### src/hdl/qapm_pkg.sv
// Shared types, constants and register codes of the attitude PD mixer.
// Used by every module of the block; depends on nothing.
`timescale 1ns / 1ps
`default_nettype none

package qapm_pkg;

  // Field widths
  localparam int CH_W     = 12;          // receiver channels
  localparam int ANG_W    = 13;          // attitude angles, signed
  localparam int RATE_W   = 16;          // body rates, signed
  localparam int MOTOR_W  = 15;          // motor commands, signed
  localparam int HOVER_W  = 10;
  localparam int LVL_W    = 2;
  localparam int SPAN_W   = 12;
  localparam int OFS_W    = CH_W + 1;    // signed stick offset from centre
  localparam int THR_W    = CH_W + 1;    // throttle plus hover offset

  // Configuration port
  localparam int REG_IDX_W = 3;
  localparam int ADDR_W    = REG_IDX_W + 2;
  localparam int DATA_W    = 32;

  localparam logic [REG_IDX_W-1:0] REG_CONTROL_LEVEL  = 3'd0;
  localparam logic [REG_IDX_W-1:0] REG_PILOT_SWITCHED = 3'd1;
  localparam logic [REG_IDX_W-1:0] REG_STICK_CENTRE   = 3'd2;
  localparam logic [REG_IDX_W-1:0] REG_STICK_LOWEST   = 3'd3;
  localparam logic [REG_IDX_W-1:0] REG_STICK_HIGHEST  = 3'd4;
  localparam logic [REG_IDX_W-1:0] REG_HOVER_OFFSET   = 3'd5;

  localparam logic [CH_W-1:0]    RST_STICK_CENTRE  = 12'd1496;
  localparam logic [CH_W-1:0]    RST_STICK_LOWEST  = 12'd992;
  localparam logic [CH_W-1:0]    RST_STICK_HIGHEST = 12'd2000;
  localparam logic [HOVER_W-1:0] RST_HOVER_OFFSET  = 10'd488;

  // Control levels
  localparam logic [LVL_W-1:0] LVL_ACRO = 2'd0;
  localparam logic [LVL_W-1:0] LVL_HOLD = 2'd1;
  localparam logic [LVL_W-1:0] LVL_YAW  = 2'd2;
  localparam logic [LVL_W-1:0] LVL_RSVD = 2'd3;

  // Loop constants. A full stick span maps to +/-30 deg, i.e. 960 sixteenths
  // per span; doubled here because the roll and pitch P gain is 2.
  localparam int PD_KP      = 2;
  localparam int PD_KD      = 10;
  localparam int CMD_SCALE  = 1920;
  // Yaw: P gain 50 times +/-50 deg/s per span, in sixteenths: 50*100*16.
  localparam int YAW_KP     = 50;
  localparam int YAW_SCALE  = 80000;
  localparam int CLAMP_LIM  = 500;

  // Divider: biased quotient lies in 0..1000
  localparam int QUOT_BITS  = 10;
  localparam int QUOT_BIAS  = 500;
  localparam int NUM_W      = 36;
  localparam int D_W        = SPAN_W + 4;
  localparam int DIV_W      = D_W + 1;
  localparam int REM_W      = 27;

  // Cycles from the accepting edge to the edge that takes the result
  localparam int RESULT_LATENCY = QUOT_BITS + 5;

  localparam int QUEUE_DEPTH = 2;

  typedef struct packed {
    logic [LVL_W-1:0]         control_level;
    logic                     pilot_switched;
    logic [CH_W-1:0]          centre;
    logic [CH_W-1:0]          lowest;
    logic [CH_W-1:0]          highest;
    logic [HOVER_W-1:0]       hover;
  } cfg_t;

  // One classified sample as it travels from front to back
  typedef struct packed {
    logic [LVL_W-1:0]         level;
    logic [THR_W-1:0]         thrust;
    logic signed [OFS_W-1:0]  ofs_ail;
    logic signed [OFS_W-1:0]  ofs_ele;
    logic signed [OFS_W-1:0]  ofs_rud;
    logic [SPAN_W-1:0]        span;
    logic signed [ANG_W-1:0]  roll;
    logic signed [ANG_W-1:0]  pitch;
    logic signed [RATE_W-1:0] prate;
    logic signed [RATE_W-1:0] qrate;
    logic signed [RATE_W-1:0] rrate;
    logic [CH_W-1:0]          arm;
  } item_t;

  typedef struct packed {
    logic empty;
    logic full;
  } qstat_t;

endpackage

`default_nettype wire

### src/hdl/qapm_front.sv
// Front end: takes a sample, settles its effective control level, stick
// offsets, span and thrust, and hands it to the queue. Depends on qapm_pkg.
`timescale 1ns / 1ps
`default_nettype none

module qapm_front (
  input  logic                               start,
  output logic                               busy,
  input  logic [qapm_pkg::CH_W-1:0]          in_throttle_stick,
  input  logic [qapm_pkg::CH_W-1:0]          in_aileron_stick,
  input  logic [qapm_pkg::CH_W-1:0]          in_elevator_stick,
  input  logic [qapm_pkg::CH_W-1:0]          in_rudder_stick,
  input  logic [qapm_pkg::CH_W-1:0]          in_arm_channel,
  input  logic [qapm_pkg::CH_W-1:0]          in_autopilot_channel,
  input  logic signed [qapm_pkg::ANG_W-1:0]  in_roll_angle,
  input  logic signed [qapm_pkg::ANG_W-1:0]  in_pitch_angle,
  input  logic signed [qapm_pkg::RATE_W-1:0] in_roll_gyro,
  input  logic signed [qapm_pkg::RATE_W-1:0] in_pitch_gyro,
  input  logic signed [qapm_pkg::RATE_W-1:0] in_yaw_gyro,
  input  qapm_pkg::cfg_t                     cfg,
  input  qapm_pkg::qstat_t                   qstat,
  output logic                               push,
  output qapm_pkg::item_t                    item
);

  logic [qapm_pkg::LVL_W-1:0]       level;
  logic signed [qapm_pkg::CH_W:0]   span_raw;
  logic signed [qapm_pkg::OFS_W-1:0] centre_s;

  // Take a transfer whenever the queue has room
  assign busy = qstat.full;
  assign push = start & ~qstat.full;

  // Effective level: acro if switched and autopilot <= centre, or if reserved
  always_comb begin
    level = cfg.control_level;
    if (cfg.pilot_switched && !(in_autopilot_channel > cfg.centre)) begin
      level = qapm_pkg::LVL_ACRO;
    end
    if (level == qapm_pkg::LVL_RSVD) begin
      level = qapm_pkg::LVL_ACRO;
    end
  end

  // Stick span, taken as one when the limits are empty or inverted
  assign span_raw = $signed({1'b0, cfg.highest}) - $signed({1'b0, cfg.lowest});
  assign centre_s = $signed({1'b0, cfg.centre});

  always_comb begin
    item.level   = level;
    item.thrust  = {1'b0, in_throttle_stick}
                 + {{(qapm_pkg::THR_W - qapm_pkg::HOVER_W){1'b0}}, cfg.hover};
    item.ofs_ail = $signed({1'b0, in_aileron_stick}) - centre_s;
    item.ofs_ele = $signed({1'b0, in_elevator_stick}) - centre_s;
    item.ofs_rud = $signed({1'b0, in_rudder_stick}) - centre_s;
    if (span_raw[qapm_pkg::CH_W] || (span_raw == '0)) begin
      item.span = qapm_pkg::SPAN_W'(1);
    end else begin
      item.span = span_raw[qapm_pkg::SPAN_W-1:0];
    end
    item.roll    = in_roll_angle;
    item.pitch   = in_pitch_angle;
    item.prate   = in_roll_gyro;
    item.qrate   = in_pitch_gyro;
    item.rrate   = in_yaw_gyro;
    item.arm     = in_arm_channel;
  end

endmodule

`default_nettype wire

### config.mk
export PLATFORM = sky130hd
export DESIGN_NAME = qapm_front
export DESIGN_NICKNAME = d
export VERILOG_FILES = /design/src/hdl/qapm_pkg.sv /design/src/hdl/qapm_front.sv
export SDC_FILE = /design/constraint.sdc
export NUM_CORES = 1
export LEC_CHECK = 0
export ABC_AREA = 1
export BUFFER_PORTS_ARGS = -buffer_cell sky130_fd_sc_hd__clkbuf_2
export CAP_MARGIN = 20
export CORE_AREA = 2 2 135 137
export DETAILED_ROUTE_END_ITERATION = 8
export DIE_AREA = 0 0 137 139
export GPL_TIMING_DRIVEN = 0
export SLEW_MARGIN = 25
export SYNTH_ARGS = -nofsm -noshare
export SYNTH_HDL_FRONTEND = slang
export SYNTH_SLANG_ARGS = --single-unit
### constraint.sdc
create_clock -name vclk -period 5
set_input_delay 1.25 -clock vclk [all_inputs]
set_output_delay 1.25 -clock vclk [all_outputs]
set_load 0.02 [all_outputs]
* Yosys cells after proc, flatten, opt, wreduce, memory -nomap -nowiden
Index checks and enable logic that the tools add are counted.
Storage, ports and cells: latch bits 0, memory bits (writable) 0, memories kept 0, ROM bits 0, bits in registers 0, logic and storage cells 16, input port bits 198, output and inout port bits 154
Cells by class: shift-type cells 0, magnitude comparators 1, mux-type cells 3, reduce and logical (&&, ||, !) cells 4, bitwise operators 2, div/mod/pow operators 0, $mul 0, equal/unequal tests 1, $add $sub $neg 5
Operator list (number):
- subtractor 12 x 12 -> 13 bit | 4
- adder 12 x 10 -> 13 bit | 1
- zero test 13 bit | 1
- > comparator 12 bit | 1
- two-way mux 12 bit | 1
- two-way mux 2 bit | 2
- equality test 2 bit, second input constant | 1
- AND 1 bit | 1
- logical AND 1 bit | 1
- zero test 1 bit | 1
- logical OR 1 bit | 1
- inverter 1 bit | 1

* Logic depth before layout (Yosys ltp)
depth in word-level cells 6, depth in mapped cells 15, depth with buffers taken out 15

* Worst setup path after synthesis
No wires, ideal clock.
path kind input-to-output, start input port in_throttle_stick[0] in the netlist's numbering, end output port item[149] in the netlist's numbering, buffers on the path 0, path slack 744 ps, stages on the path 9, arrival time 3006 ps, cells stage by stage ha_1 > inv_1 > fa_1 > nand3b_1 > nand2_1 > a21oi_1 > o21ai_1 > a21boi_0 > nor3b_1
RTL lines:
- start: declaration | line qapm_front.sv:9 | input logic [qapm_pkg::CH_W-1:0] in_throttle_stick,
- end: declaration | line qapm_front.sv:23 | output qapm_pkg::item_t item

==> out/results.txt <==
Layout cells sized above 1 = 41.7%
Drt wl/cell = 11.4 um
Hold Vio Cnt, Final = 0
Synth cell types = 30
Multi-input gate area = 2760 um^2
Vias per inst = 4.17
Clock buffers = 0
Worst Hold Path EP = item[68]
Nets = 1,141
Resized Gates After CTS = 0
CTS Hold Bufs = 0
Global-route wire length before repair = 19,300 um
Max_cap viols = 0
Pre-antenna DRT Iters = 4
Die Y = 139 um
HPWL Detailed = 11,600 um
Fin crit share = 95.4%
Critical path, cell by cell = clkbuf_2 > ha_1 > fa_1 > nand3b_1 > nand2_1 > a21oi_1 > o21ai_0 > a21oi_1 > xnor2_1 > clkbuf_2
CP Data Required Time = 3.75 ns
Count of pins over their slew limit = 0
Fmax achieved = 210 MHz
Tmin final = 4.77 ns
Syn nets = 874
Slew HR = 70.6%
Starting Density = 21.4%
Crit path max fanout = 4
Layout area overhead = 42.7%
Residual DRC = 0
Most frequent cells in the layout = clkbuf_2, nand2_1, inv_1
Met2 Routed Length = 5890 um
Peak VDD IR = 0.0000577 V
Die area = 19,000 um^2
Routed wl met3 = 985 um
GRT overflow = 0
Seq cells = 0
Vias in the first global route = 4,196
Setup violations, final = 0
Fillers = 2,002
Worst Setup End Kind = output pin
Post-Syn Area = 3780 um^2
Fin util = 30.5%
Critical Path Start Type = input pin
Hold Path Stages = 2
FF+latch area = 0 um^2
Slew @ Worst Pin = 0.436 ns
Gr usage total = 12.1%
Number of top-level pins = 352
Crit. Startpoint = cfg[34]
Avg Cell Area, Syn = 6.29 um^2
Post-CTS Setup Inserts = 0
Placement row count = 49
Synth Instances = 601
Worst hold path type = input pin to output pin
Crit path DAT = 3.52 ns
CP Class = input pin to output pin
Pin count of the biggest net entering global routing = 11
Die width = 137 um
Total number of vias = 4,568
CP peak stage delay = 0.41 ns
Metal-1 WL = 5520 um
Status = complete, no violations
Initial antenna violation count = 0
Antenna Violating Nets Remaining = 0
Sequential share of the synthesized area = 0%
Crit path max-delay cell type = fa_1
Port Buffers = 265
Post-Route Setup TNS = 0 ns
Worst hold path startpoint = in_pitch_angle[8]
Pleak = 3.35 nW
RSZ-0062 raised after global routing = false
Placer Congestion = 0.827
Pwr Density = 148 nW/um^2
Final wirelength = 12,500 um
Ant. Diodes = 0
Core Area = 17,700 um^2
Iteration-0 DRC Markers = 152
Commonest non-fill, non-tap cell in the layout = clkbuf_2
Top Metal Used = met4
Yosys warning count = 0
-- cells in the mapped netlist (all sizes together) (4+ instances only) --
cell | number | share of area, %
nor3 | 6 | 0.79
nand3b | 10 | 2.0
nand4 | 9 | 1.5
a21oi | 59 | 8.2
buf | 87 | 17
nor2 | 40 | 4.0
o21ai | 22 | 2.9
nand3 | 26 | 3.6
o211ai | 6 | 1.2
nand2 | 112 | 12
ha | 70 | 23
a21o | 4 | 0.79
xnor2 | 20 | 4.6
xor2 | 20 | 4.6
inv | 97 | 9.6
fa | 5 | 2.6
-- routing by layer --
layer | GRT usage, % | vias up
met3 | 0.768 | 8
met4 | 0.977 | 0
met2 | 21.4 | 219
met1 | 16.5 | 1939
met5 | 0 | -
li1 | - | 2402
-- worst max-delay path by stage --
stage,end,slack [ns]
6_report,item[108],0.23
5_1_grt,item[108],0.10
4_1_cts,item[108],0.27
3_5_place_dp,item[108],0.27
3_3_place_gp,item[108],0.28
2_1_floorplan,item[149],0.74
-- cell type report --
class	instances	share of cell area, %
buffer	87	12.1
inverter	97	6.75
tap	229	5.32
multi-input combinational	417	51.2
timing repair buffer	265	24.6
-- cells by family (layout without fill, tap and decap cells) --
kind of cell,Yosys count,count (layout),share of synthesized area [%]
fa+ha+maj,75,75,25.8
xor+xnor,40,40,9.27
buf+inv,184,449,26.9
simple gates,205,205,23.8
compound gates,97,97,14.2
-- metrics by stage --
stage | hold WS, ns | total power [W] | cell area [um^2] | setup WS [ns] | std cells
after floorplan | 2.58 | 0.000545 | 3780 | 0.744 | 601
after global routing | 2.73 | 0.000883 | 5390 | 0.102 | 1095
after CTS | 2.72 | 0.000807 | 5390 | 0.272 | 1095
after detailed placement | 2.72 | 0.000804 | 5390 | 0.274 | 1095
after global placement | 2.72 | 0.000801 | 5390 | 0.284 | 1095
final | 2.72 | 0.000799 | 5390 | 0.228 | 1095
-- critical path, delay by kind of cell --
| family | cells | cell delay (ns) |
|---|---|---|
| buffers and inverters | 2 | 0.36 |
| xor gates and xnor gates | 1 | 0.30 |
| AOI/OAI and AO/OA | 3 | 0.65 |
| adders and majority gates | 2 | 0.65 |
| and+or+nand+nor | 2 | 0.31 |
-- report_power, final --
group | leakage, nW | switching [W] | internal (W)
Clock | 0 | 0 | 0
Combinational | 3.35 | 0.000489 | 0.000310
Sequential | 0 | 0 | 0
Total | 3.35 | 0.000489 | 0.000310
Note: power is estimated with default switching activity, not from simulation.
