## src/hdl/qapm_pkg.sv

```systemverilog
// Shared types, constants and register codes of the attitude PD mixer.
// Used by every module of the block; depends on nothing.
`timescale 1ns / 1ps
`default_nettype none

package qapm_pkg;

  // Field widths
  localparam int CH_W     = 12;          // receiver channels
  localparam int ANG_W    = 13;          // attitude angles, signed
  localparam int RATE_W   = 16;          // body rates, signed
  localparam int MOTOR_W  = 15;          // motor commands, signed
  localparam int HOVER_W  = 10;
  localparam int LVL_W    = 2;
  localparam int SPAN_W   = 12;
  localparam int OFS_W    = CH_W + 1;    // signed stick offset from centre
  localparam int THR_W    = CH_W + 1;    // throttle plus hover offset

  // Configuration port
  localparam int REG_IDX_W = 3;
  localparam int ADDR_W    = REG_IDX_W + 2;
  localparam int DATA_W    = 32;

  localparam logic [REG_IDX_W-1:0] REG_CONTROL_LEVEL  = 3'd0;
  localparam logic [REG_IDX_W-1:0] REG_PILOT_SWITCHED = 3'd1;
  localparam logic [REG_IDX_W-1:0] REG_STICK_CENTRE   = 3'd2;
  localparam logic [REG_IDX_W-1:0] REG_STICK_LOWEST   = 3'd3;
  localparam logic [REG_IDX_W-1:0] REG_STICK_HIGHEST  = 3'd4;
  localparam logic [REG_IDX_W-1:0] REG_HOVER_OFFSET   = 3'd5;

  localparam logic [CH_W-1:0]    RST_STICK_CENTRE  = 12'd1496;
  localparam logic [CH_W-1:0]    RST_STICK_LOWEST  = 12'd992;
  localparam logic [CH_W-1:0]    RST_STICK_HIGHEST = 12'd2000;
  localparam logic [HOVER_W-1:0] RST_HOVER_OFFSET  = 10'd488;

  // Control levels
  localparam logic [LVL_W-1:0] LVL_ACRO = 2'd0;
  localparam logic [LVL_W-1:0] LVL_HOLD = 2'd1;
  localparam logic [LVL_W-1:0] LVL_YAW  = 2'd2;
  localparam logic [LVL_W-1:0] LVL_RSVD = 2'd3;

  // Loop constants. A full stick span maps to +/-30 deg, i.e. 960 sixteenths
  // per span; doubled here because the roll and pitch P gain is 2.
  localparam int PD_KP      = 2;
  localparam int PD_KD      = 10;
  localparam int CMD_SCALE  = 1920;
  // Yaw: P gain 50 times +/-50 deg/s per span, in sixteenths: 50*100*16.
  localparam int YAW_KP     = 50;
  localparam int YAW_SCALE  = 80000;
  localparam int CLAMP_LIM  = 500;

  // Divider: biased quotient lies in 0..1000
  localparam int QUOT_BITS  = 10;
  localparam int QUOT_BIAS  = 500;
  localparam int NUM_W      = 36;
  localparam int D_W        = SPAN_W + 4;
  localparam int DIV_W      = D_W + 1;
  localparam int REM_W      = 27;

  // Cycles from the accepting edge to the edge that takes the result
  localparam int RESULT_LATENCY = QUOT_BITS + 5;

  localparam int QUEUE_DEPTH = 2;

  typedef struct packed {
    logic [LVL_W-1:0]         control_level;
    logic                     pilot_switched;
    logic [CH_W-1:0]          centre;
    logic [CH_W-1:0]          lowest;
    logic [CH_W-1:0]          highest;
    logic [HOVER_W-1:0]       hover;
  } cfg_t;

  // One classified sample as it travels from front to back
  typedef struct packed {
    logic [LVL_W-1:0]         level;
    logic [THR_W-1:0]         thrust;
    logic signed [OFS_W-1:0]  ofs_ail;
    logic signed [OFS_W-1:0]  ofs_ele;
    logic signed [OFS_W-1:0]  ofs_rud;
    logic [SPAN_W-1:0]        span;
    logic signed [ANG_W-1:0]  roll;
    logic signed [ANG_W-1:0]  pitch;
    logic signed [RATE_W-1:0] prate;
    logic signed [RATE_W-1:0] qrate;
    logic signed [RATE_W-1:0] rrate;
    logic [CH_W-1:0]          arm;
  } item_t;

  typedef struct packed {
    logic empty;
    logic full;
  } qstat_t;

endpackage

`default_nettype wire

```

## src/hdl/qapm_regs.sv

```systemverilog
// Configuration registers and their APB-style access port.
// Depends on qapm_pkg.
`timescale 1ns / 1ps
`default_nettype none

module qapm_regs (
  input  logic                         clk,
  input  logic                         rst_n,
  input  logic                         psel,
  input  logic                         penable,
  input  logic                         pwrite,
  input  logic [qapm_pkg::ADDR_W-1:0]  paddr,
  input  logic [qapm_pkg::DATA_W-1:0]  pwdata,
  output logic [qapm_pkg::DATA_W-1:0]  prdata,
  output logic                         pready,
  output qapm_pkg::cfg_t               cfg
);

  logic [qapm_pkg::LVL_W-1:0]   control_level_r;
  logic                         pilot_switched_r;
  logic [qapm_pkg::CH_W-1:0]    centre_r;
  logic [qapm_pkg::CH_W-1:0]    lowest_r;
  logic [qapm_pkg::CH_W-1:0]    highest_r;
  logic [qapm_pkg::HOVER_W-1:0] hover_r;
  logic [qapm_pkg::REG_IDX_W-1:0] reg_idx;
  logic                         wr_en;

  assign pready  = 1'b1;
  assign reg_idx = paddr[qapm_pkg::ADDR_W-1:2];
  assign wr_en   = psel & penable & pwrite;

  // A write transfer lands in the access cycle; unknown indexes are dropped.
  always_ff @(posedge clk) begin
    if (!rst_n) begin
      control_level_r  <= qapm_pkg::LVL_ACRO;
      pilot_switched_r <= 1'b0;
      centre_r         <= qapm_pkg::RST_STICK_CENTRE;
      lowest_r         <= qapm_pkg::RST_STICK_LOWEST;
      highest_r        <= qapm_pkg::RST_STICK_HIGHEST;
      hover_r          <= qapm_pkg::RST_HOVER_OFFSET;
    end else if (wr_en) begin
      unique case (reg_idx)
        qapm_pkg::REG_CONTROL_LEVEL:  control_level_r  <= pwdata[qapm_pkg::LVL_W-1:0];
        qapm_pkg::REG_PILOT_SWITCHED: pilot_switched_r <= pwdata[0];
        qapm_pkg::REG_STICK_CENTRE:   centre_r         <= pwdata[qapm_pkg::CH_W-1:0];
        qapm_pkg::REG_STICK_LOWEST:   lowest_r         <= pwdata[qapm_pkg::CH_W-1:0];
        qapm_pkg::REG_STICK_HIGHEST:  highest_r        <= pwdata[qapm_pkg::CH_W-1:0];
        qapm_pkg::REG_HOVER_OFFSET:   hover_r          <= pwdata[qapm_pkg::HOVER_W-1:0];
        default: ;
      endcase
    end
  end

  // Read data
  always_comb begin
    unique case (reg_idx)
      qapm_pkg::REG_CONTROL_LEVEL:  prdata = qapm_pkg::DATA_W'(control_level_r);
      qapm_pkg::REG_PILOT_SWITCHED: prdata = qapm_pkg::DATA_W'(pilot_switched_r);
      qapm_pkg::REG_STICK_CENTRE:   prdata = qapm_pkg::DATA_W'(centre_r);
      qapm_pkg::REG_STICK_LOWEST:   prdata = qapm_pkg::DATA_W'(lowest_r);
      qapm_pkg::REG_STICK_HIGHEST:  prdata = qapm_pkg::DATA_W'(highest_r);
      qapm_pkg::REG_HOVER_OFFSET:   prdata = qapm_pkg::DATA_W'(hover_r);
      default:                      prdata = '0;
    endcase
  end

  assign cfg.control_level  = control_level_r;
  assign cfg.pilot_switched = pilot_switched_r;
  assign cfg.centre         = centre_r;
  assign cfg.lowest         = lowest_r;
  assign cfg.highest        = highest_r;
  assign cfg.hover          = hover_r;

endmodule

`default_nettype wire

```

## config.mk

```make
export PLATFORM = sky130hd
export DESIGN_NAME = qapm_regs
export DESIGN_NICKNAME = d
export VERILOG_FILES = /design/src/hdl/qapm_pkg.sv /design/src/hdl/qapm_regs.sv
export SDC_FILE = /design/constraint.sdc
export NUM_CORES = 1
export LEC_CHECK = 0
export ABC_AREA = 0
export ABC_CLOCK_PERIOD_IN_PS = 1400
export BUFFER_PORTS_ARGS = -buffer_cell sky130_fd_sc_hd__buf_2
export CORE_UTILIZATION = 49
export DETAILED_ROUTE_END_ITERATION = 8
export PLACE_DENSITY = 0.85
export SETUP_SLACK_MARGIN = 0.02
export SLEW_MARGIN = 20
export SYNTH_ARGS = -nofsm -noshare
export SYNTH_HDL_FRONTEND = slang
export SYNTH_SLANG_ARGS = --single-unit
```

## constraint.sdc

```tcl
create_clock -name clk -period 1.4 [get_ports clk]
set_input_delay 0 -clock clk [delete_from_list [all_inputs] [get_ports clk]]
set_output_delay 0 -clock clk [all_outputs]
set_load 0.1 [all_outputs]
```

# ---- Yosys cells after proc, flatten, opt, wreduce, memory -nomap -nowiden
# Index checks and enable logic that the tools add are counted.
dict set report word_totals {
  latchBits 0
  mem_bits_ro 0
  ramBits 0
  n_memories 0
  ff_bits 49
}
dict set report classes {
  n_eq_ne 5
  n_reduce_logical 7
  n_lt_le_gt_ge 0
  addsub 0
  div_mod_pow 0
  n_shift 0
  multipliers 0
  n_bitwise 2
  muxes 1
}
# cell n
set op_table {}
lappend op_table {{one-hot mux 12 bit (6 select lines)} 1}
lappend op_table {{AND reduction 2 bit} 6}
lappend op_table {{equality test 3 x 2 -> 1 bit (second input constant)} 2}
lappend op_table {{equality test 3 bit (second input constant)} 2}
lappend op_table {{equality test 3 x 1 -> 1 bit (second input constant)} 1}
lappend op_table {{zero test 3 bit} 1}
lappend op_table {{bitwise AND 1 bit} 2}

# ---- Logic depth before layout (Yosys ltp)
# Gate-level depths: netlist of run 1.
dict set report depth {
  word_depth 3
  ltp_mapped 5
}

# ---- Worst setup path after synthesis of run 1
# OpenSTA, ideal clock, no wires.
dict set report synth_timing {
  path_type {reg-to-output}
  from {register lowest_r[10] (netlist bit)}
  to {output prdata[10] (netlist bit)}
  t_arrival_ns 3.244
  stages_incl_launch_ff 3
  path_buffers 0
  path_slack_ns -1.844
  t_required_ns 1.400
  cell_sequence {dfxtp_1 -> mux2i_1 -> o21ai_0}
}
dict set report synth_via {
  elab_chain_len 1
}
# element line
set synth_rtl {}
lappend synth_rtl {{start, declared} qapm_regs.sv:22} ;# logic [qapm_pkg::CH_W-1:0] lowest_r;
lappend synth_rtl {{start signal, assigned} qapm_regs.sv:38} ;# lowest_r <= qapm_pkg::RST_STICK_LOWEST;
lappend synth_rtl {{start signal, assigned} qapm_regs.sv:46} ;# qapm_pkg::REG_STICK_LOWEST: lowest_r <= pwdata[qapm_pkg::CH_W-1:0];
lappend synth_rtl {{one-hot mux 12 bit (6 select lines)} qapm_regs.sv:56} ;# unique case (reg_idx)
lappend synth_rtl {{end, declared} qapm_regs.sv:14} ;# output logic [qapm_pkg::DATA_W-1:0] prdata,
# No other way between the ends.

# ---- Final worst setup path of run 1
dict set report layout_timing {
  from {register lowest_r[0] (netlist bit)}
  to {output prdata[0] (netlist bit)}
}
# The elaborated chain is that of the path after synthesis.

==> out/results.txt, run 1 <==
Outcome: complete, but fails checks
Violations in the final reports: negative setup slack
Proportion of power drawn by combinational gates: 0.288
Netlist area before placement: 2440 um^2
Global routing usage on met1: 0.328
Largest area contributor in the synthesized netlist: sky130_fd_sc_hd__dfxtp_1
Fmax: 689 MHz
Final critical delay including setup and external delays: 1.45 ns
CP startpoint: lowest_r[0]$_SDFFE_PN0P_
DPL Wire Length: 4470 um
Count leader, synth: sky130_fd_sc_hd__dfxtp_1
Share of the synthesized area in the top cell type: 0.402
Clock latency on the worst-skew pair: 0.29 ns
FF-to-FF Start: lowest_r[0]$_SDFFE_PN0P_
Vias post-DR: 2186
Reported net switching power: 1140 uW
Met2 Resource Use GR: 0.418
Width of the chip: 72.6 um
Prevailing post-synth register cell: sky130_fd_sc_hd__dfxtp_1
Post-synthesis area per instance: 9.35 um^2
Largest fanout on the critical path: 2
Worst R2R Setup Slack: 0.71 ns
Height of the die: 72.6 um
Setup crit end kind: output port
Buffer depth of the longest clock path: 2
Distinct cell type count after synthesis: 31
Terminus of the critical flop-to-flop path: lowest_r[0]$_SDFFE_PN0P_
Worst min path class: primary input to flop
Power density of the placed cells: 882 nW/um^2
Required @ worst endpoint: 1.40 ns
Total clock buffers created by CTS: 5
Clock root buffer master: sky130_fd_sc_hd__clkbuf_8
Post-DP Area: 3300 um^2
DRC violation count after routing: 0
Setup violators final: 1
Final Cycle Share: 1.04
Total Routed Length: 6360 um
Routed wirelength normalized by instance count: 15.4 um
Multi-input gate area in the final layout: 1380 um^2
Pre-antenna DRT Iters: 4
Ys async rst share: 0
Synthesized netlist cell count: 261
Leading cell types by total area after synthesis: sky130_fd_sc_hd__dfxtp_1, sky130_fd_sc_hd__mux2i_1, sky130_fd_sc_hd__buf_4
Filler cell count: 359
Worst supply voltage drop on vdd: 593 uV
Std cell rows: 25
Number of antenna-violating nets in the routed design: 0
Clock tree from TritonCTS: built
Arrival time of the worst setup path: 1.45 ns
Via-per-instance ratio: 5.31
Total global routing overflow: 0
ANT cells: 0
Placeable core area: 4750 um^2
Core Util, Final: 0.734
Ports: 124
Net switching share of the total power: 0.370
Worst setup margin: -0.0520 ns
Post-synth EDFFs: 0
Number of DRC markers in iteration 0: 120
Category of the worst setup path launch point: flop
Global-route wire length before repair: 9990 um
Most utilized layer in the global route result: met2
Unrepaired setup endpoints after global routing: yes
Initial core utilization: 0.513
CTS clock-pin slew for the worst setup and hold paths: 0.08 ns
Seq pwr share: 0.436
Number of antenna violations at the first check in global routing: 0
Number of hold violations in the final report: 0
Gpl congestion: 0.816
Max capacitance violation total: 0
Die Area: 5270 um^2
Number of sinks driven by the clock tree: 49
Cell types with the highest counts after synthesis: sky130_fd_sc_hd__dfxtp_1, sky130_fd_sc_hd__mux2i_1, sky130_fd_sc_hd__nand2_1
Met3 Track Usage GR: 0.0511
Least-Margin Pin Slew: 0.533 ns
Clock network power share: 0.276
Pin count of the biggest net entering global routing: 31
Total of flip-flops plus latches after synthesis: 49
Area of all sequential standard cells: 1150 um^2
Count of buffers inserted at the top-level ports: 80
Critical path destination: prdata[0]
Number of global-route vias before repair: 1990
Area delta synth->final: 43.0%
Global routing usage summed across all routing layers: 0.249
Final Skew: 0 ns
Reg2Reg Depth: 3
H-tree depth: 2
Internal Power: 1940 uW
Count of final max-slew check failures: 0
Number of nets in the finished design: 386
Setup CP Type: flop to output port
Number of warnings reported in the yosys synthesis log: 0
Share of cells above drive strength 1: 0.493
Fraction of the yosys area taken by sequential cells: 0.402
Layout Cell Area excl Fill: 3490 um^2
Remaining max-slew budget at the tightest pin: 0.644
Pleak: 0.00156 uW
==> logic make-up after synthesis <==
logic type             synth area share
AO/OA/AOI/OAI                     0.153
AND/OR/NAND/NOR                   0.114
buffers and inverters             0.130
flip-flops                        0.402
multiplexers                      0.198
other                           0.00308
==> worst max-delay path: stages (launching register included) <==
cell                      delay [ns]
sky130_fd_sc_hd__dfxtp_4        0.34
sky130_fd_sc_hd__mux4_2         0.49
sky130_fd_sc_hd__inv_2          0.08
sky130_fd_sc_hd__o22ai_4        0.07
sky130_fd_sc_hd__buf_12         0.18
==> power by group through the flow <==
stage	registers (uW)	clock network, uW	logic (uW)
finish	1340	849	887
global route	1340	943	917
CTS	1340	873	884
detailed placement	1380	0	867
global placement	1380	0	859
floorplan	1480	0	637
==> layout make-up <==
type	count	area share
clock buffer	7	0.0247
clock inverter	1	0.00215
inverter	9	0.00968
multi-input combinational	179	0.396
sequential	49	0.329
tap	67	0.0240
timing repair buffer	100	0.214
==> cell usage in the layout (no fill, tap or decap), types with 2 or more instances in the layout <==
cell                            synthesis  layout
sky130_fd_sc_hd__nand2b_4               2       2
sky130_fd_sc_hd__dfxtp_2                0       5
sky130_fd_sc_hd__buf_2                  8      68
sky130_fd_sc_hd__inv_1                  9       8
sky130_fd_sc_hd__buf_4                 22      13
sky130_fd_sc_hd__conb_1                 2      21
sky130_fd_sc_hd__clkbuf_8               0       6
sky130_fd_sc_hd__buf_12                 0      12
sky130_fd_sc_hd__o211ai_1              22      22
sky130_fd_sc_hd__dlygate4sd3_1          0       7
sky130_fd_sc_hd__o22ai_4                0       9
sky130_fd_sc_hd__nand3_1                2       2
sky130_fd_sc_hd__mux2i_1               46      46
sky130_fd_sc_hd__o21ai_4                0       2
sky130_fd_sc_hd__or2_1                  2       2
sky130_fd_sc_hd__o21ai_0               24      22
sky130_fd_sc_hd__dfxtp_4                0      43
sky130_fd_sc_hd__nand2_1               35      35
==> per-stage QoR <==
stage,worst slack [ns],total power (uW),cells,TNS (ns),hold slack (ns)
3_3_place_gp,0.181,2230,396,0,0.271
4_1_cts,-0.0412,3100,411,-0.0412,0.0234
2_1_floorplan,-0.0415,2110,280,-0.0415,0.135
5_1_grt,-0.105,3200,412,-0.105,0.0186
3_5_place_dp,0.137,2240,396,0,0.284
6_report,-0.0520,3080,412,-0.0520,0.0271
==> flip-flops by register name, summed over array words and instances, names as in the netlist <==
name	flops
centre_r	12
control_level_r	2
highest_r	12
hover_r	10
lowest_r	12
pilot_switched_r	1
==> how the worst min path moves through the flow <==
stage,startpoint,endpoint,cells after the start
floorplan,pwdata[10],lowest_r[10]$_SDFFE_PN0P_,2
global placement,pwdata[10],lowest_r[10]$_SDFFE_PN0P_,3
detailed placement,pwdata[10],lowest_r[10]$_SDFFE_PN0P_,3
CTS,pwdata[2],lowest_r[2]$_SDFFE_PN0P_,3
global route,pwdata[2],hover_r[2]$_SDFFE_PN0P_,3
finish,pwdata[2],hover_r[2]$_SDFFE_PN0P_,3
==> layer usage <==
layer / share of wire / wire [um]
met1: 0.42 / 2650
met2: 0.52 / 3330
met3: 0.044 / 277
met4: 0.015 / 95
met5: 0 / 0
==> what timing repair did <==
action | in CTS | in global routing
endpoints found under the setup margin | 1 | 2
gates resized for setup | 4 | 1
buffers inserted | 0 | 1
hold buffers | 7 | 0
hold endpoints to repair | 14 | 0
pin swaps | 0 | 0
No activity file was read; power rests on OpenSTA's default activity.
==> run 2: changes to the inputs <==
--- a/config.mk
+++ b/config.mk
@@ -11,6 +11,7 @@
 export CORE_UTILIZATION = 49
 export DETAILED_ROUTE_END_ITERATION = 8
 export PLACE_DENSITY = 0.85
+export RECOVER_POWER = 100
 export SETUP_SLACK_MARGIN = 0.02
 export SLEW_MARGIN = 20
 export SYNTH_ARGS = -nofsm -noshare
==> out/results.txt, run 2 (synthesized netlist as in run 1, its figures left out) <==
Setup CP Type: flop to output port
Clock tree from TritonCTS: built
Post-DP Area: 3300 um^2 (unchanged)
Count of buffers inserted at the top-level ports: 80 (unchanged)
Via-per-instance ratio: 5.29 (-0.23%)
Pre-antenna DRT Iters: 4 (unchanged)
Height of the die: 72.6 um (unchanged)
Number of nets in the finished design: 386 (unchanged)
Vias post-DR: 2181 (-0.23%)
Worst setup timing slack at the placement stage: 0.137 ns (unchanged)
Pleak: 0.00153 uW (-2.2%)
Width of the chip: 72.6 um (unchanged)
Most utilized layer in the global route result: met2
Clock network power share: 0.280 (+0.004)
Max capacitance violation total: 0 (unchanged)
Setup crit end kind: output port
Worst setup margin: -0.0504 ns (+0.00162 ns)
Reported net switching power: 1130 uW (-1.2%)
Met2 Resource Use GR: 0.418 (unchanged)
Total clock buffers created by CTS: 5 (unchanged)
Ports: 124 (unchanged)
Final cell count without fillers: 412 (unchanged)
Area delta synth->final: 37.5%
Filler cell count: 381 (+6.1%)
Number of antenna violations at the first check in global routing: 0 (unchanged)
DPL Wire Length: 4470 um (unchanged)
Clock root buffer master: sky130_fd_sc_hd__clkbuf_8
Highest-count cells in the layout ignoring fill and taps: sky130_fd_sc_hd__clkbuf_2, sky130_fd_sc_hd__mux2i_1, sky130_fd_sc_hd__dfxtp_4
Total global routing overflow: 0 (unchanged)
Worst supply voltage drop on vdd: 589 uV (-0.68%)
Die Area: 5270 um^2 (unchanged)
Setup violators final: 1 (unchanged)
Power density of the placed cells: 899 nW/um^2 (+1.9%)
Placeable core area: 4750 um^2 (unchanged)
Final Cycle Share: 1.04 (-0.00115)
Pin count of the biggest net entering global routing: 31 (unchanged)
Global-route wire length before repair: 9990 um (unchanged)
Seq pwr share: 0.445 (+0.009)
H-tree depth: 2 (unchanged)
Remaining max-slew budget at the tightest pin: 0.418 (-0.227)
Initial core utilization: 0.513 (unchanged)
Leading cell type in the layout, fill and taps excluded: sky130_fd_sc_hd__clkbuf_2
Global routing usage summed across all routing layers: 0.249 (unchanged)
Routed wirelength normalized by instance count: 15.4 um (-0.24%)
Violations in the final reports: negative setup slack
Largest registers: centre_r (12), highest_r (12), lowest_r (12)
Final Skew: 0 ns (unchanged)
Required @ worst endpoint: 1.40 ns (about the same)
Gpl congestion: 0.816 (unchanged)
Worst min path class: primary input to flop
Final sum of negative setup slack: -0.0504 ns (+0.00162 ns)
Clock latency on the worst-skew pair: 0.29 ns (about the same)
Proportion of power drawn by combinational gates: 0.275 (-0.013)
Number of global-route vias before repair: 1990 (unchanged)
Count of final max-slew check failures: 0 (unchanged)
Outcome: complete, but fails checks
Total Routed Length: 6340 um (-0.24%)
Arrival time of the worst setup path: 1.45 ns (about the same)
Least-Margin Pin Slew: 0.874 ns (+0.340 ns)
Met3 Track Usage GR: 0.0511 (unchanged)
Unrepaired setup endpoints after global routing: yes
Worst R2R Setup Slack: 0.68 ns (-0.03 ns)
Worst Hold Slack: 0.0322 ns (+0.00515 ns)
Buffer depth of the longest clock path: 2 (unchanged)
Share of cells above drive strength 1: 0.487 (-0.00580)
Number of DRC markers in iteration 0: 138 (+15%)
Largest fanout on the critical path: 2 (unchanged)
ANT cells: 0 (unchanged)
CTS clock-pin slew for the worst setup and hold paths: 0.08 ns (about the same)
Std cell rows: 25 (unchanged)
Net switching share of the total power: 0.373 (+0.00292)
Global routing usage on met1: 0.328 (unchanged)
DRC violation count after routing: 0 (unchanged)
Layout Cell Area excl Fill: 3360 um^2 (-3.8%)
Number of hold violations in the final report: 0 (unchanged)
Fmax: 689 MHz (+0.11%)
Number of antenna-violating nets in the routed design: 0 (unchanged)
Number of placed cells counting well taps: 396 (unchanged)
Final critical delay including setup and external delays: 1.45 ns (-0.00162 ns)
Number of sinks driven by the clock tree: 49 (unchanged)
Internal Power: 1890 uW (-2.5%)
Category of the worst setup path launch point: flop
-- run 2: cell types whose count changed in the layout (fill, tap and decap cells not counted), sizes merged --
cell	before	now
buf	93	38
clkbuf	7	62
-- run 2: layout make-up --
| class | instances | area (um^2) | area share |
|---|---|---|---|
| sequential | 49 | 1150 | 0.342 |
| timing repair buffer | 100 | 622 | 0.185 |
| tap | 67 | 83.8 | 0.0250 |
| clock buffer | 7 | 86.3 | 0.0257 |
| inverter | 9 | 33.8 | 0.0101 |
| multi-input combinational | 179 | 1380 | 0.410 |
| clock inverter | 1 | 7.51 | 0.00224 |
-- run 2: through the flow --
step	total power, uW	utilization
after floorplan	2110	-
after global placement	2230	0.694
after detailed placement	2240	0.694
after CTS	3100	0.732
after global routing	3150	0.706
final	3020	0.706
-- run 2: power groups by stage --
stage / combinational (uW) / sequential [uW] / clock [uW]
final: 830 / 1340 / 844
after global routing: 859 / 1350 / 943
after CTS: 884 / 1340 / 873
after detailed placement: 867 / 1380 / 0
after global placement: 859 / 1380 / 0
after floorplan: 637 / 1480 / 0
-- run 2: what timing repair did --
item / in CTS / in global routing
hold endpoints to repair: 14 / 0
hold buffers: 7 / 0
endpoints found under the setup margin: 1 / 2
resized for setup: 4 / 1
setup buffers: 0 / 1
-- run 2: worst paths after layout --
path	from	to	depth (start not counted)
max reg2reg	lowest_r[0]$_SDFFE_PN0P_	lowest_r[0]$_SDFFE_PN0P_	3
max	lowest_r[0]$_SDFFE_PN0P_	prdata[0]	4
min reg2reg	highest_r[11]$_SDFFE_PN0P_	highest_r[11]$_SDFFE_PN0P_	2
min	pwdata[2]	lowest_r[2]$_SDFFE_PN0P_	3
-- run 2: routing by layer --
| layer | vias up | wire [um] |
|---|---|---|
| met5 | - | 0 |
| met4 | 0 | 66 |
| met3 | 6 | 284 |
| met2 | 85 | 3250 |
| met1 | 1043 | 2740 |
| li1 | 1047 | - |
-- run 2: worst max-delay path, stage by stage, from the launching register on --
cell	delay, ns
sky130_fd_sc_hd__dfxtp_4	0.35
sky130_fd_sc_hd__mux4_2	0.49
sky130_fd_sc_hd__inv_2	0.08
sky130_fd_sc_hd__o22ai_4	0.06
sky130_fd_sc_hd__buf_12	0.18
