===== config.mk =====
export PLATFORM = sky130hd
export DESIGN_NAME = qapm_queue
export DESIGN_NICKNAME = d
export VERILOG_FILES = /design/src/hdl/qapm_pkg.sv /design/src/hdl/qapm_queue.sv
export SDC_FILE = /design/constraint.sdc
export NUM_CORES = 1
export LEC_CHECK = 0
export ABC_AREA = 1
export BUFFER_PORTS_ARGS = -buffer_cell sky130_fd_sc_hd__buf_4
export CAP_MARGIN = 20
export CORE_UTILIZATION = 54
export CTS_BUF_LIST = sky130_fd_sc_hd__clkbuf_8
export CTS_CLUSTER_SIZE = 16
export DETAILED_ROUTE_END_ITERATION = 8
export PLACE_DENSITY = 0.82
export SLEW_MARGIN = 10
export SYNTH_ARGS = -nofsm -noshare
export SYNTH_HDL_FRONTEND = slang
export SYNTH_SLANG_ARGS = --single-unit

===== constraint.sdc =====
create_clock -name clk -period 11.29 [get_ports clk]
set_clock_uncertainty 0.05 [all_clocks]
set_input_delay 1.6935 -clock clk [delete_from_list [all_inputs] [get_ports clk]]
set_output_delay 1.6935 -clock clk [all_outputs]
set_load 0.005 [all_outputs]

===== src/hdl/qapm_pkg.sv =====
// Shared types, constants and register codes of the attitude PD mixer.
// Used by every module of the block; depends on nothing.
`timescale 1ns / 1ps
`default_nettype none

package qapm_pkg;

  // Field widths
  localparam int CH_W     = 12;          // receiver channels
  localparam int ANG_W    = 13;          // attitude angles, signed
  localparam int RATE_W   = 16;          // body rates, signed
  localparam int MOTOR_W  = 15;          // motor commands, signed
  localparam int HOVER_W  = 10;
  localparam int LVL_W    = 2;
  localparam int SPAN_W   = 12;
  localparam int OFS_W    = CH_W + 1;    // signed stick offset from centre
  localparam int THR_W    = CH_W + 1;    // throttle plus hover offset

  // Configuration port
  localparam int REG_IDX_W = 3;
  localparam int ADDR_W    = REG_IDX_W + 2;
  localparam int DATA_W    = 32;

  localparam logic [REG_IDX_W-1:0] REG_CONTROL_LEVEL  = 3'd0;
  localparam logic [REG_IDX_W-1:0] REG_PILOT_SWITCHED = 3'd1;
  localparam logic [REG_IDX_W-1:0] REG_STICK_CENTRE   = 3'd2;
  localparam logic [REG_IDX_W-1:0] REG_STICK_LOWEST   = 3'd3;
  localparam logic [REG_IDX_W-1:0] REG_STICK_HIGHEST  = 3'd4;
  localparam logic [REG_IDX_W-1:0] REG_HOVER_OFFSET   = 3'd5;

  localparam logic [CH_W-1:0]    RST_STICK_CENTRE  = 12'd1496;
  localparam logic [CH_W-1:0]    RST_STICK_LOWEST  = 12'd992;
  localparam logic [CH_W-1:0]    RST_STICK_HIGHEST = 12'd2000;
  localparam logic [HOVER_W-1:0] RST_HOVER_OFFSET  = 10'd488;

  // Control levels
  localparam logic [LVL_W-1:0] LVL_ACRO = 2'd0;
  localparam logic [LVL_W-1:0] LVL_HOLD = 2'd1;
  localparam logic [LVL_W-1:0] LVL_YAW  = 2'd2;
  localparam logic [LVL_W-1:0] LVL_RSVD = 2'd3;

  // Loop constants. A full stick span maps to +/-30 deg, i.e. 960 sixteenths
  // per span; doubled here because the roll and pitch P gain is 2.
  localparam int PD_KP      = 2;
  localparam int PD_KD      = 10;
  localparam int CMD_SCALE  = 1920;
  // Yaw: P gain 50 times +/-50 deg/s per span, in sixteenths: 50*100*16.
  localparam int YAW_KP     = 50;
  localparam int YAW_SCALE  = 80000;
  localparam int CLAMP_LIM  = 500;

  // Divider: biased quotient lies in 0..1000
  localparam int QUOT_BITS  = 10;
  localparam int QUOT_BIAS  = 500;
  localparam int NUM_W      = 36;
  localparam int D_W        = SPAN_W + 4;
  localparam int DIV_W      = D_W + 1;
  localparam int REM_W      = 27;

  // Cycles from the accepting edge to the edge that takes the result
  localparam int RESULT_LATENCY = QUOT_BITS + 5;

  localparam int QUEUE_DEPTH = 2;

  typedef struct packed {
    logic [LVL_W-1:0]         control_level;
    logic                     pilot_switched;
    logic [CH_W-1:0]          centre;
    logic [CH_W-1:0]          lowest;
    logic [CH_W-1:0]          highest;
    logic [HOVER_W-1:0]       hover;
  } cfg_t;

  // One classified sample as it travels from front to back
  typedef struct packed {
    logic [LVL_W-1:0]         level;
    logic [THR_W-1:0]         thrust;
    logic signed [OFS_W-1:0]  ofs_ail;
    logic signed [OFS_W-1:0]  ofs_ele;
    logic signed [OFS_W-1:0]  ofs_rud;
    logic [SPAN_W-1:0]        span;
    logic signed [ANG_W-1:0]  roll;
    logic signed [ANG_W-1:0]  pitch;
    logic signed [RATE_W-1:0] prate;
    logic signed [RATE_W-1:0] qrate;
    logic signed [RATE_W-1:0] rrate;
    logic [CH_W-1:0]          arm;
  } item_t;

  typedef struct packed {
    logic empty;
    logic full;
  } qstat_t;

endpackage

`default_nettype wire


===== src/hdl/qapm_queue.sv =====
// Short queue of classified samples between the front and back ends.
// Depends on qapm_pkg; DEPTH must be at least two.
`timescale 1ns / 1ps
`default_nettype none

module qapm_queue #(
  parameter int DEPTH = qapm_pkg::QUEUE_DEPTH
) (
  input  logic             clk,
  input  logic             rst_n,
  input  logic             push,
  input  qapm_pkg::item_t  push_item,
  input  logic             pop,
  output qapm_pkg::item_t  pop_item,
  output qapm_pkg::qstat_t qstat
);

  localparam int PTR_W = $clog2(DEPTH);
  localparam int CNT_W = $clog2(DEPTH + 1);

  qapm_pkg::item_t  slot_r [0:DEPTH-1];
  logic [PTR_W-1:0] wr_ptr_r, wr_ptr_nxt;
  logic [PTR_W-1:0] rd_ptr_r, rd_ptr_nxt;
  logic [CNT_W-1:0] cnt_r, cnt_nxt;

  // Pointer and fill count update
  always_comb begin
    wr_ptr_nxt = wr_ptr_r;
    rd_ptr_nxt = rd_ptr_r;
    cnt_nxt    = cnt_r;
    if (push) begin
      wr_ptr_nxt = (wr_ptr_r == PTR_W'(DEPTH - 1)) ? '0 : wr_ptr_r + 1'b1;
    end
    if (pop) begin
      rd_ptr_nxt = (rd_ptr_r == PTR_W'(DEPTH - 1)) ? '0 : rd_ptr_r + 1'b1;
    end
    if (push && !pop) begin
      cnt_nxt = cnt_r + 1'b1;
    end else if (pop && !push) begin
      cnt_nxt = cnt_r - 1'b1;
    end
  end

  always_ff @(posedge clk) begin
    if (!rst_n) begin
      wr_ptr_r <= '0;
      rd_ptr_r <= '0;
      cnt_r    <= '0;
    end else begin
      wr_ptr_r <= wr_ptr_nxt;
      rd_ptr_r <= rd_ptr_nxt;
      cnt_r    <= cnt_nxt;
    end
  end

  // Slot storage
  always_ff @(posedge clk) begin
    if (push) begin
      slot_r[wr_ptr_r] <= push_item;
    end
  end

  assign pop_item    = slot_r[rd_ptr_r];
  assign qstat.empty = (cnt_r == '0);
  assign qstat.full  = (cnt_r == CNT_W'(DEPTH));

endmodule

`default_nettype wire


Word-level counts from Yosys, hierarchy flattened
Memory sizes are Yosys's and may differ from the RTL's. A register that Yosys moved wholly into a read port is not among the register bits.
Cells that the tools add are included.
Word-level totals
  RAM bits: 304
  flip-flop bits (word level): 4
  bits of input ports: 156
  logic and storage cells: 23
  memories: 1
  output and inout port bits: 154
Memory list
  slot_r: words 2, width 152, read ports 1, clocked after memory_dff 1, write ports 1, RTL line qapm_queue.sv:21  | qapm_pkg::item_t slot_r [0:DEPTH-1];
Cells by class
  muxes and demuxes: 8
  add/subtract/negate cells: 4
  equality and inequality tests: 1
  reductions and logical operators: 6
Operators with widths (count)
  $mux W1: 6
  $mux W2: 2
  $add A1 B1 Y1 const B: 2
  $add A2 B1 Y2 const B: 1
  $eq A2 B2 Y1 const B: 1
  $logic_and A1 B1 Y1: 2
  $logic_not A1 Y1: 2
  $logic_not A2 Y1: 1
  $reduce_bool A2 Y1: 1
  $sub A2 B1 Y2 const B: 1

Logic depth before layout (Yosys ltp)
Gate-level depths: netlist (run 1).
  word-level depth: 4
  mapped depth: 8
  gate-level depth less buffers: 8

Least setup slack after synthesis (run 1)
No wires, ideal clock.
  path kind: input-to-reg
  start point: input push
  end point: memory slot_r[0][0] (netlist bit) (enable)
  path slack: 2.482 ns
  path buffers: 0
  data required time: 10.570 ns
  setup time: 0.670 ns
  arrival: 8.089 ns
  stages: 2
  cells stage by stage: inv_1 nor2_1
On the way
  cells in the longest elaborated chain, start to end: 2
Ends and longest elaborated chain
  from (decl): RTL line qapm_queue.sv:11  | input logic push,
  $mux W1: RTL line qapm_queue.sv:58  | if (push) begin
  $mux W1 (not written as such): RTL line qapm_queue.sv:59  | slot_r[wr_ptr_r] <= push_item;
  to (decl): RTL line qapm_queue.sv:21
Every way passes these cells.

==> metrics.md, run 1 <==
| Metric | Value |
|---|---|
| Outcome | `finished clean` |
| Asr flop ratio synth | `0%` |
| Area of the multi-input gates | `~0.0021 mm²` |
| EDFF count, synth | `304` |
| Post-Layout Cell Count | `around 1.2k` |
| Post-Route WL | `22400 µm` |
| DP HPWL | `about 15000 µm` |
| Placed cell count | `~1.1k` |
| Critical R2R Capture | `slot_r[1][129]$_DFFE_PP_` |
| Post-CTS Setup Bufs | `0` |
| Top-count cell post-synth | `edfxtp_1` |
| Syn Nets | `roughly 670` |
| Core ar. | `about 0.021 mm²` |
| Worst EP required | `between 9 and 10 ns` |
| Worst-Skew Late Latency | `between 0.5 and 0.6 ns` |
| CTS H-tree depth | `2` |
| Minimum clock period | `4.26 ns` |
| Clock slew seen by the registers of the worst setup and hold paths | `about 0.06 ns` |
| Max-slew headroom | `a little over a quarter` |
| Clk buf depth | `3` |
| Storage element area | `around 0.0092 mm²` |
| Routed Antenna Nets | `0` |
| Mapped Cells | `508` |
| Post-synthesis register bit count | `just over 300` |
| Initial Util | `between 50% and 60%` |
| Die Y | `roughly 150 µm` |
| RSZ-0062 raised after global routing | `no` |
| Congestion Overflow GR | `0` |
| Routed WL per cell | `just under 20 µm` |
| Final hold viol count | `0` |
| Post-Route Setup TNS | `0 ns` |
| Diode count | `0` |
| Pins Over Slew Limit | `0` |
| Worst setup SP type | `register` |
| Die ar. | `about 0.022 mm²` |
| CTS sink cnt | `about 310` |
| Setup crit end kind | `primary output` |
| # rows | `between 50 and 60` |
| Vias | `about 6k` |
| CTS Buf Count | `between 40 and 50` |
| Number of iterations in the first detailed-routing pass | `4` |
| Top post-synthesis cells by area | `edfxtp_1 (79%), mux2_4 (10%), mux2_2 (7.0%)` |
| Critical Path End | `pop_item[136]` |
| Global-route wire length before repair | `33000 µm` |
| Synthesized area per cell | `22.7 µm²` |
| # setup viols final | `0` |
| Port-buffer cells | `309` |
| Post-DR vias/cell | `approximately 5.1` |
| Hold_sp | `rd_ptr_r$_SDFFE_PN0P_` |
| Remaining DRCs | `0` |
| I/O pins | `310` |
| Seq/Total Area, Yosys | `80.1%` |
| R2R cell count | `3` |
| Die W | `148 µm` |
| Layout fillers | `between 1k and 1.5k` |
| Setup CP Type | `reg -> out` |
| Pwr Total | `between 2 and 2.5 mW` |
| Power Density | `~160 mW/mm²` |
| Largest area contributor in the netlist | `edfxtp_1` |
| Placed cell area | `between 0.01 and 0.015 mm²` |
| Actual slew at the worst max-slew pin | `1.09 ns` |
| Tot GR Track Use | `19.9%` |
| Hold buffer count at cts | `0` |
| Leakage | `between 5 and 6 nW` |
| Final Cycle Share | `a little under two fifths` |
| VDD IR max | `between 100 and 150 µV` |
| Vias in the first global route | `between 6k and 7k` |
| Synth-to-layout area growth | `29.4%` |
| Data arrival time of the critical path | `about 2.5 ns` |
| Distinct cells, synth | `14` |
| Post-Layout Inst Area | `between 0.01 and 0.015 mm²` |
| Max Freq | `around 230 MHz` |
| Hold Path Class | `reg -> reg` |
| # resized after CTS | `0` |
| Hold WS | `0.472 ns` |
| Worst R2R Start | `wr_ptr_r$_SDFFE_PN0P_` |
| Share of the synthesized area in the top cell type | `between 70% and 80%` |
| Crit-path max FO | `62` |
| Starting DRT DRC Count | `around 290` |
| Clock root cell | `clkbuf_8` |
| List of most frequent post-synthesis cells | `edfxtp_1 (304), mux2_4 (80), mux2_2 (72), buf_6 (10), nor2_1 (9)` |
| TritonCTS clock tree | `yes` |
| # nets final | `about 1.0k` |
| Initial antenna violation count | `0` |
| Largest net degree at the start of global routing | `84` |
| Share of cells above drive strength 1 | `59.0%` |
| Worst reg-to-reg setup slack | `roughly 8.8 ns` |
| Max-Cap Viols | `0` |
| Synth Warn # | `0` |
| RePlAce Congestion | `0.757` |
| Netlist Area Pre-Place | `between 0.01 and 0.015 mm²` |
| Main synth FF type | `edfxtp_1` |
logic make-up after synthesis:
family / share of synthesized area, %
flops: 80.1
mux: 17.5
buf+inv: 1.54
simple gates: 0.652
compound gates: 0.0868
fa+ha+maj: 0.109
how the worst min path moves through the flow:
stage                                       end  slack, ns  cells after the start
after floorplan                        register       0.41                      2
after global placement    rd_ptr_r$_SDFFE_PN0P_       0.43                      2
after detailed placement               register       0.45                      2
after CTS                              register       0.47                      2
after global routing      rd_ptr_r$_SDFFE_PN0P_       0.49                      2
final                     rd_ptr_r$_SDFFE_PN0P_       0.47                      2
flip-flops by register name, summed over array words and instances (netlist names), named ones only:
signal and flops:
slot_r 304, cnt_r 2, wr_ptr_r 1, rd_ptr_r 1
placed cells by master, fill, tap and decap left out, drive strengths merged:
master and count:
a21oi 1, buf 316, clkbuf 47, clkinv 9, clkinvlp 1, dfxtp 5
edfxtp 304, ha 1, inv 27, mux2 152, nand2 8, nand3 1
nand4 1, nor2 9, o21ai 1
through the flow:
stage | setup WS, ns | utilization [%]
final | 7.03 | 71.1
after detailed placement | 7.11 | 67.2
after CTS | 6.97 | 70.9
after floorplan | 2.48 | -
after global placement | 7.21 | 67.2
after global routing | 6.93 | 71.1
cell type report:
cell class                      count  area share [%]
Inverter                            8           0.235
Clock inverter                     29           0.772
Sequential cell                   309            62.0
Multi-Input combinational cell    174            14.2
Timing Repair Buffer              316            16.2
Clock buffer                       47            4.34
Tap cell                          275            2.31
power by group:
group / internal [mW] / switching (mW)
clock: 0.382 / 0.384
sequential: 1.33 / 0.0168
combinational: 0.161 / 0.111
total: 1.87 / 0.512
metal layers:
layer / part of all wire (%) / GRT usage (%)
met5: 0 / 0
met4: 2.6 / 8.30
met3: 8.7 / 5.56
met2: 50 / 34.1
met1: 38 / 23.5
worst max-delay path, stage by stage, from the launching register on:
cell and delay [ns]:
dfxtp_4 0.48, buf_4 0.85, mux2_2 0.43, buf_4 0.14
Note: power is estimated with default switching activity, not from simulation.
==> run 2: changes to the inputs <==
clock period = 4.2 ns   (was 11.29 ns; I/O delays follow)
==> metrics.md, run 2 (synthesized netlist as in run 1, its figures left out) <==
| Metric | Value |
|---|---|
| # resized after CTS | `0 (unchanged)` |
| Vias in the first global route | `6347 (+1.1%)` |
| Max-Cap Viols | `0 (unchanged)` |
| Clk network pwr share | `36.6% (+4.5 points)` |
| CTS Buf Count | `49 (+4.3%)` |
| DP HPWL | `15000 µm (about the same)` |
| Initial antenna violation count | `1 (+1)` |
| Commonest non-fill, non-tap cell in the layout | `buf_4` |
| Tot GR Track Use | `20.4% (+0.54 points)` |
| CTS sink cnt | `309 (unchanged)` |
| Crit-path max FO | `62 (unchanged)` |
| Most frequent cells in the layout | `buf_4 (312), edfxtp_1 (304), mux2_4 (80)` |
| Routed Antenna Nets | `0 (unchanged)` |
| Congestion Overflow GR | `0 (unchanged)` |
| Crit path largest cell delay | `0.66 ns (-0.19 ns)` |
| Setup CP Type | `reg -> out` |
| Largest net degree at the start of global routing | `148 (+76%)` |
| Synth-to-layout area growth | `31.3%` |
| Die W | `148 µm (unchanged)` |
| Global-route wire length before repair | `33500 µm (+1.6%)` |
| RSZ-0062 raised after global routing | `no` |
| Max-slew headroom | `39.4% (+12 points)` |
| Leakage | `5.93 nW (+1.4%)` |
| Power Internal | `5.41 mW (+190%)` |
| Post-Route WL | `22700 µm (+1.2%)` |
| Minimum clock period | `2.92 ns` |
| TritonCTS clock tree | `yes` |
| Power Density | `454 mW/mm² (+180%)` |
| Outcome | `finished clean` |
| P_sw | `1.45 mW (+180%)` |
| Hold WS | `0.217 ns (-0.255 ns)` |
| Worst-Skew Late Latency | `0.53 ns (about the same)` |
| Routed WL per cell | `19.4 µm (+0.34%)` |
| Hold Path Class | `in -> reg` |
| Worst EP required | `3.52 ns (-6.03 ns)` |
| # nets final | `1014 (+0.099%)` |
| Number of flip-flops under the largest register name | `304 (unchanged)` |
| Die ar. | `0.0219 mm² (unchanged)` |
| Port-buffer cells | `309 (unchanged)` |
| Worst setup SP type | `register` |
| Final Cycle Share | `a little over two thirds` |
| Top Registers | `slot_r: 304 flops, cnt_r: 2 flops` |
| Share of cells above drive strength 1 | `60.3% (+1.3 points)` |
| Remaining DRCs | `0 (unchanged)` |
| Net Sw Frac | `21.2% (-0.30 points)` |
| Post-CTS Setup Bufs | `0 (unchanged)` |
| Die Y | `148 µm (unchanged)` |
| Starting DRT DRC Count | `222 (-22%)` |
| # rows | `53 (unchanged)` |
| Core ar. | `0.0210 mm² (unchanged)` |
| Hold buffer count at cts | `0 (unchanged)` |
| VDD IR max | `308 µV (+120%)` |
| Max Freq | `~340 MHz` |
| Clock root cell | `clkbuf_8` |
| # setup viols final | `0 (unchanged)` |
| Data arrival time of the critical path | `2.24 ns (-0.27 ns)` |
| Actual slew at the worst max-slew pin | `0.909 ns (-0.180 ns)` |
| Clk buf depth | `3 (unchanged)` |
| Largest Register | `slot_r` |
| Clock slew seen by the registers of the worst setup and hold paths | `0.07 ns (about the same)` |
| Combinational power share | `10.5% (-0.9 points)` |
| RePlAce Congestion | `0.778 (+2.8%)` |
| Final hold viol count | `0 (unchanged)` |
| Pwr Total | `6.86 mW (+190%)` |
| Number of iterations in the first detailed-routing pass | `4 (unchanged)` |
| Vias | `5907 (unchanged)` |
| Sequential group share of total power | `52.9% (-3.6 points)` |
| Setup crit end kind | `primary output` |
| Final core occ | `72.2% (+1.0 points)` |
| Slowest library cell on the worst path | `dfxtp_4` |
| CTS H-tree depth | `2 (unchanged)` |
| CP cell instances | `buf_12 > mux2_2 > buf_4` |
| Post-Route Setup TNS | `0 ns (unchanged)` |
| Pins Over Slew Limit | `0 (unchanged)` |
| Initial Util | `55.0% (unchanged)` |
| I/O pins | `310 (unchanged)` |
| Post-DR vias/cell | `5.06 (-0.86%)` |
run 2: cell count changes in the layout (fill, tap and decap cells not counted), moves of 3 or more:
cell	delta
clkbuf_8	+9
bufinv_16	+3
clkinv_1	-3
buf_12	+3
clkinvlp_4	+3
inv_1	-5
run 2: layer usage:
metal  track usage (%)  vias up  share of wire, %
met2              36.1      272                52
met1              22.8     2884                37
met4              7.27        0               2.5
met3              7.07       47               9.0
met5                 0        -                 0
li1                  -     2704                 -
run 2: through the flow:
stage	setup slack [ns]	std cells	instance area, µm²
after CTS	1.24	1167	15100
after global routing	1.19	1167	15100
after floorplan	0.00217	508	11500
after global placement	1.85	1081	14100
after detailed placement	1.79	1081	14100
final	1.28	1168	15100
run 2: worst max-delay path: cells and delay by family, from the launching register on:
| family | cells | cell delay, ns |
|---|---|---|
| flip-flops | 1 | 0.66 |
| buffers and inverters | 2 | 0.55 |
| multiplexers | 1 | 0.40 |
run 2: path summary, 6_finish.rpt:
check / end / slack [ns] / cells past startpoint / startpoint
setup / recovery: pop_item[50] / 1.28 / 3 / register
hold / removal: slot_r[0][77]$_DFFE_PP_ / 0.22 / 1 / push_item[77]
setup reg to reg: slot_r[1][151]$_DFFE_PP_ / 2.09 / 3 / wr_ptr_r$_SDFFE_PN0P_
hold reg to reg: register / 0.49 / 2 / rd_ptr_r$_SDFFE_PN0P_
run 2: final cells by class:
cell class / count / area [µm²]
Fill cell: 1246 / 5830
Tap cell: 275 / 344
Multi-Input combinational cell: 174 / 2120
Clock buffer: 56 / 771
Timing Repair Buffer: 315 / 2400
Clock inverter: 30 / 216
Antenna cell: 1 / 2.50
Inverter: 8 / 35.0
Sequential cell: 309 / 9230
run 2: power groups by stage:
stage	registers [mW]	logic [mW]	clock network (mW)
final	3.63	0.720	2.51
after global routing	3.64	0.768	2.71
after CTS	3.63	0.730	2.58
after detailed placement	3.69	0.726	0
after global placement	3.68	0.705	0
after floorplan	3.68	0.340	0
==> run 3: changes to the inputs <==
clock period = 2.9 ns   (was 4.2 ns; I/O delays follow)
==> metrics.md, run 3 (synthesized netlist as in run 1, its figures left out) <==
| Metric | Value |
|---|---|
| CTS H-tree depth | `2 (unchanged)` |
| Number of flip-flops under the largest register name | `304 (unchanged)` |
| Vias in the first global route | `6975 (+9.9%)` |
| Post-Layout Inst Area | `0.0159 mm² (+5.4%)` |
| DP HPWL | `16000 µm (+6.1%)` |
| Setup CP Type | `reg -> out` |
| Top Registers | `slot_r: 304 flops, cnt_r: 2 flops` |
| Vias | `6490 (+9.9%)` |
| Max-slew headroom | `45.3% (+5.9 points)` |
| Initial Util | `55.0% (unchanged)` |
| Worst-Skew Late Latency | `0.54 ns (about the same)` |
| Core ar. | `0.0210 mm² (unchanged)` |
| Commonest non-fill, non-tap cell in the layout | `buf_4` |
| Setup crit end kind | `primary output` |
| Die Y | `148 µm (unchanged)` |
| Leakage | `6.27 nW (+5.6%)` |
| RePlAce Congestion | `0.787 (+1.1%)` |
| Crit-path max FO | `49 (-21%)` |
| Max Freq | `between 300 and 400 MHz` |
| Starting DRT DRC Count | `317 (+43%)` |
| Dpl ws | `0.827 ns (-0.963 ns)` |
| Largest Register | `slot_r` |
| Remaining DRCs | `0 (unchanged)` |
| # rows | `53 (unchanged)` |
| Net Sw Frac | `21.9% (+0.69 points)` |
| Minimum clock period | `~2.6 ns` |
| Final Cycle Share | `91.3%` |
| I/O pins | `310 (unchanged)` |
| Hold path cells | `1 (unchanged)` |
| Final core occ | `76.0% (+3.9 points)` |
| P_sw | `2.16 mW (+49%)` |
| Clk network pwr share | `34.8% (-1.8 points)` |
| TritonCTS clock tree | `yes` |
| Share of cells above drive strength 1 | `54.7% (-5.6 points)` |
| # resized after CTS | `0 (unchanged)` |
| Number of iterations in the first detailed-routing pass | `4 (unchanged)` |
| Global-route wire length before repair | `37700 µm (+13%)` |
| Congestion Overflow GR | `0 (unchanged)` |
| Actual slew at the worst max-slew pin | `0.821 ns (-0.0881 ns)` |
| Port-buffer cells | `309 (unchanged)` |
| Post-Route WL | `26100 µm (+15%)` |
| Final worst slack | `0.253 ns (-1.03 ns)` |
| # nets final | `1099 (+8.4%)` |
| Max-Cap Viols | `0 (unchanged)` |
| Pwr Total | `9.87 mW (+44%)` |
| Routed Antenna Nets | `0 (unchanged)` |
| Power Internal | `7.71 mW (+43%)` |
| Pins Over Slew Limit | `0 (unchanged)` |
| Initial antenna violation count | `2 (+1)` |
| Routed WL per cell | `20.8 µm (+7.5%)` |
| Most frequent cells in the layout | `buf_4 (313), edfxtp_1 (304), dlygate4sd3_1 (83)` |
| Worst EP required | `2.41 ns (-1.11 ns)` |
| Slowest library cell on the worst path | `dfxtp_4` |
| CTS sink cnt | `309 (unchanged)` |
| Largest net degree at the start of global routing | `96 (-35%)` |
| Layout fillers | `1152 (-7.5%)` |
| Die ar. | `0.0219 mm² (unchanged)` |
| VDD IR max | `526 µV (+71%)` |
| Post-Layout Cell Count | `1252 (+7.2%)` |
| Worst setup SP type | `register` |
| Crit path largest cell delay | `0.67 ns (about the same)` |
| RSZ-0062 raised after global routing | `no` |
| Synth-to-layout area growth | `38.4%` |
| Hold Path Class | `in -> reg` |
| Die W | `148 µm (unchanged)` |
| # setup viols final | `0 (unchanged)` |
| Tot GR Track Use | `23.1% (+2.7 points)` |
| Combinational power share | `11.9% (+1.4 points)` |
| Outcome | `finished clean` |
| CTS Buf Count | `48 (-2.0%)` |
| Clk buf depth | `3 (unchanged)` |
| Clock slew seen by the registers of the worst setup and hold paths | `0.07 ns (about the same)` |
| CP cell instances | `buf_12 > mux2_2 > buf_4` |
| R2R cell count | `3 (unchanged)` |
| Sequential group share of total power | `53.3% (+0.4 points)` |
| Final hold viol count | `0 (unchanged)` |
| Post-DR vias/cell | `5.18 (+2.5%)` |
| Placed cell area | `0.0142 mm² (+0.53%)` |
| Data arrival time of the critical path | `2.16 ns (-0.08 ns)` |
| Clock root cell | `clkbuf_8` |
| Placed cell count | `1084 (+0.28%)` |
| Power Density | `619 mW/mm² (+37%)` |
-- run 3: worst max-delay path, delay by kind of cell, from the launching register on --
family	cells	cell delay (ns)
flops	1	0.67
buf+inv	2	0.48
mux	1	0.40
-- run 3: final timing paths --
check,from,end,slack [ns]
min,push_item[149],slot_r[1][149]$_DFFE_PP_,0.03
min reg2reg,rd_ptr_r$_SDFFE_PN0P_,rd_ptr_r$_SDFFE_PN0P_,0.51
max,register,pop_item[146],0.25
max reg2reg,wr_ptr_r$_SDFFE_PN0P_,slot_r[1][70]$_DFFE_PP_,1.07
-- run 3: through the flow --
step                      hold slack (ns)  setup TNS, ns
after CTS                        0.000309              0
after global routing             0.000336              0
after global placement              0.428              0
after detailed placement            0.460              0
final                              0.0342              0
after floorplan                     0.413         -80.89
-- run 3: routing by layer --
| metal | vias to the layer above | global-route usage, % | share of wire (%) |
|---|---|---|---|
| met5 | - | 0 | 0 |
| met4 | 0 | 10.4 | 3.7 |
| met3 | 67 | 5.80 | 7.7 |
| met2 | 319 | 40.8 | 52 |
| met1 | 3225 | 26.4 | 37 |
| li1 | 2879 | - | - |
-- run 3: power groups by stage --
stage          clock (mW)  sequential (mW)  combinational [mW]
3_5_place_dp            0             5.35                1.07
5_1_grt              3.69             5.28                1.24
6_report             3.43             5.26                1.17
2_1_floorplan           0             5.32               0.495
4_1_cts              3.49             5.26                1.16
3_3_place_gp            0             5.33                1.03
-- run 3: repair_timing --
action                     4_1_cts  5_1_grt
setup endpoints to repair        0        0
hold endpoints to repair       155        2
setup buffers                    0        0
hold buffers                    81        2
-- run 3: layout make-up --
type	instances	area, µm²	area share, %
timing repair buffer	401	3280	20.6
antenna	2	5.00	0.0314
inverter	8	46.3	0.291
tap	275	344	2.16
multi-input combinational	174	2130	13.4
clock inverter	34	216	1.36
sequential	309	9230	57.9
clock buffer	49	674	4.23
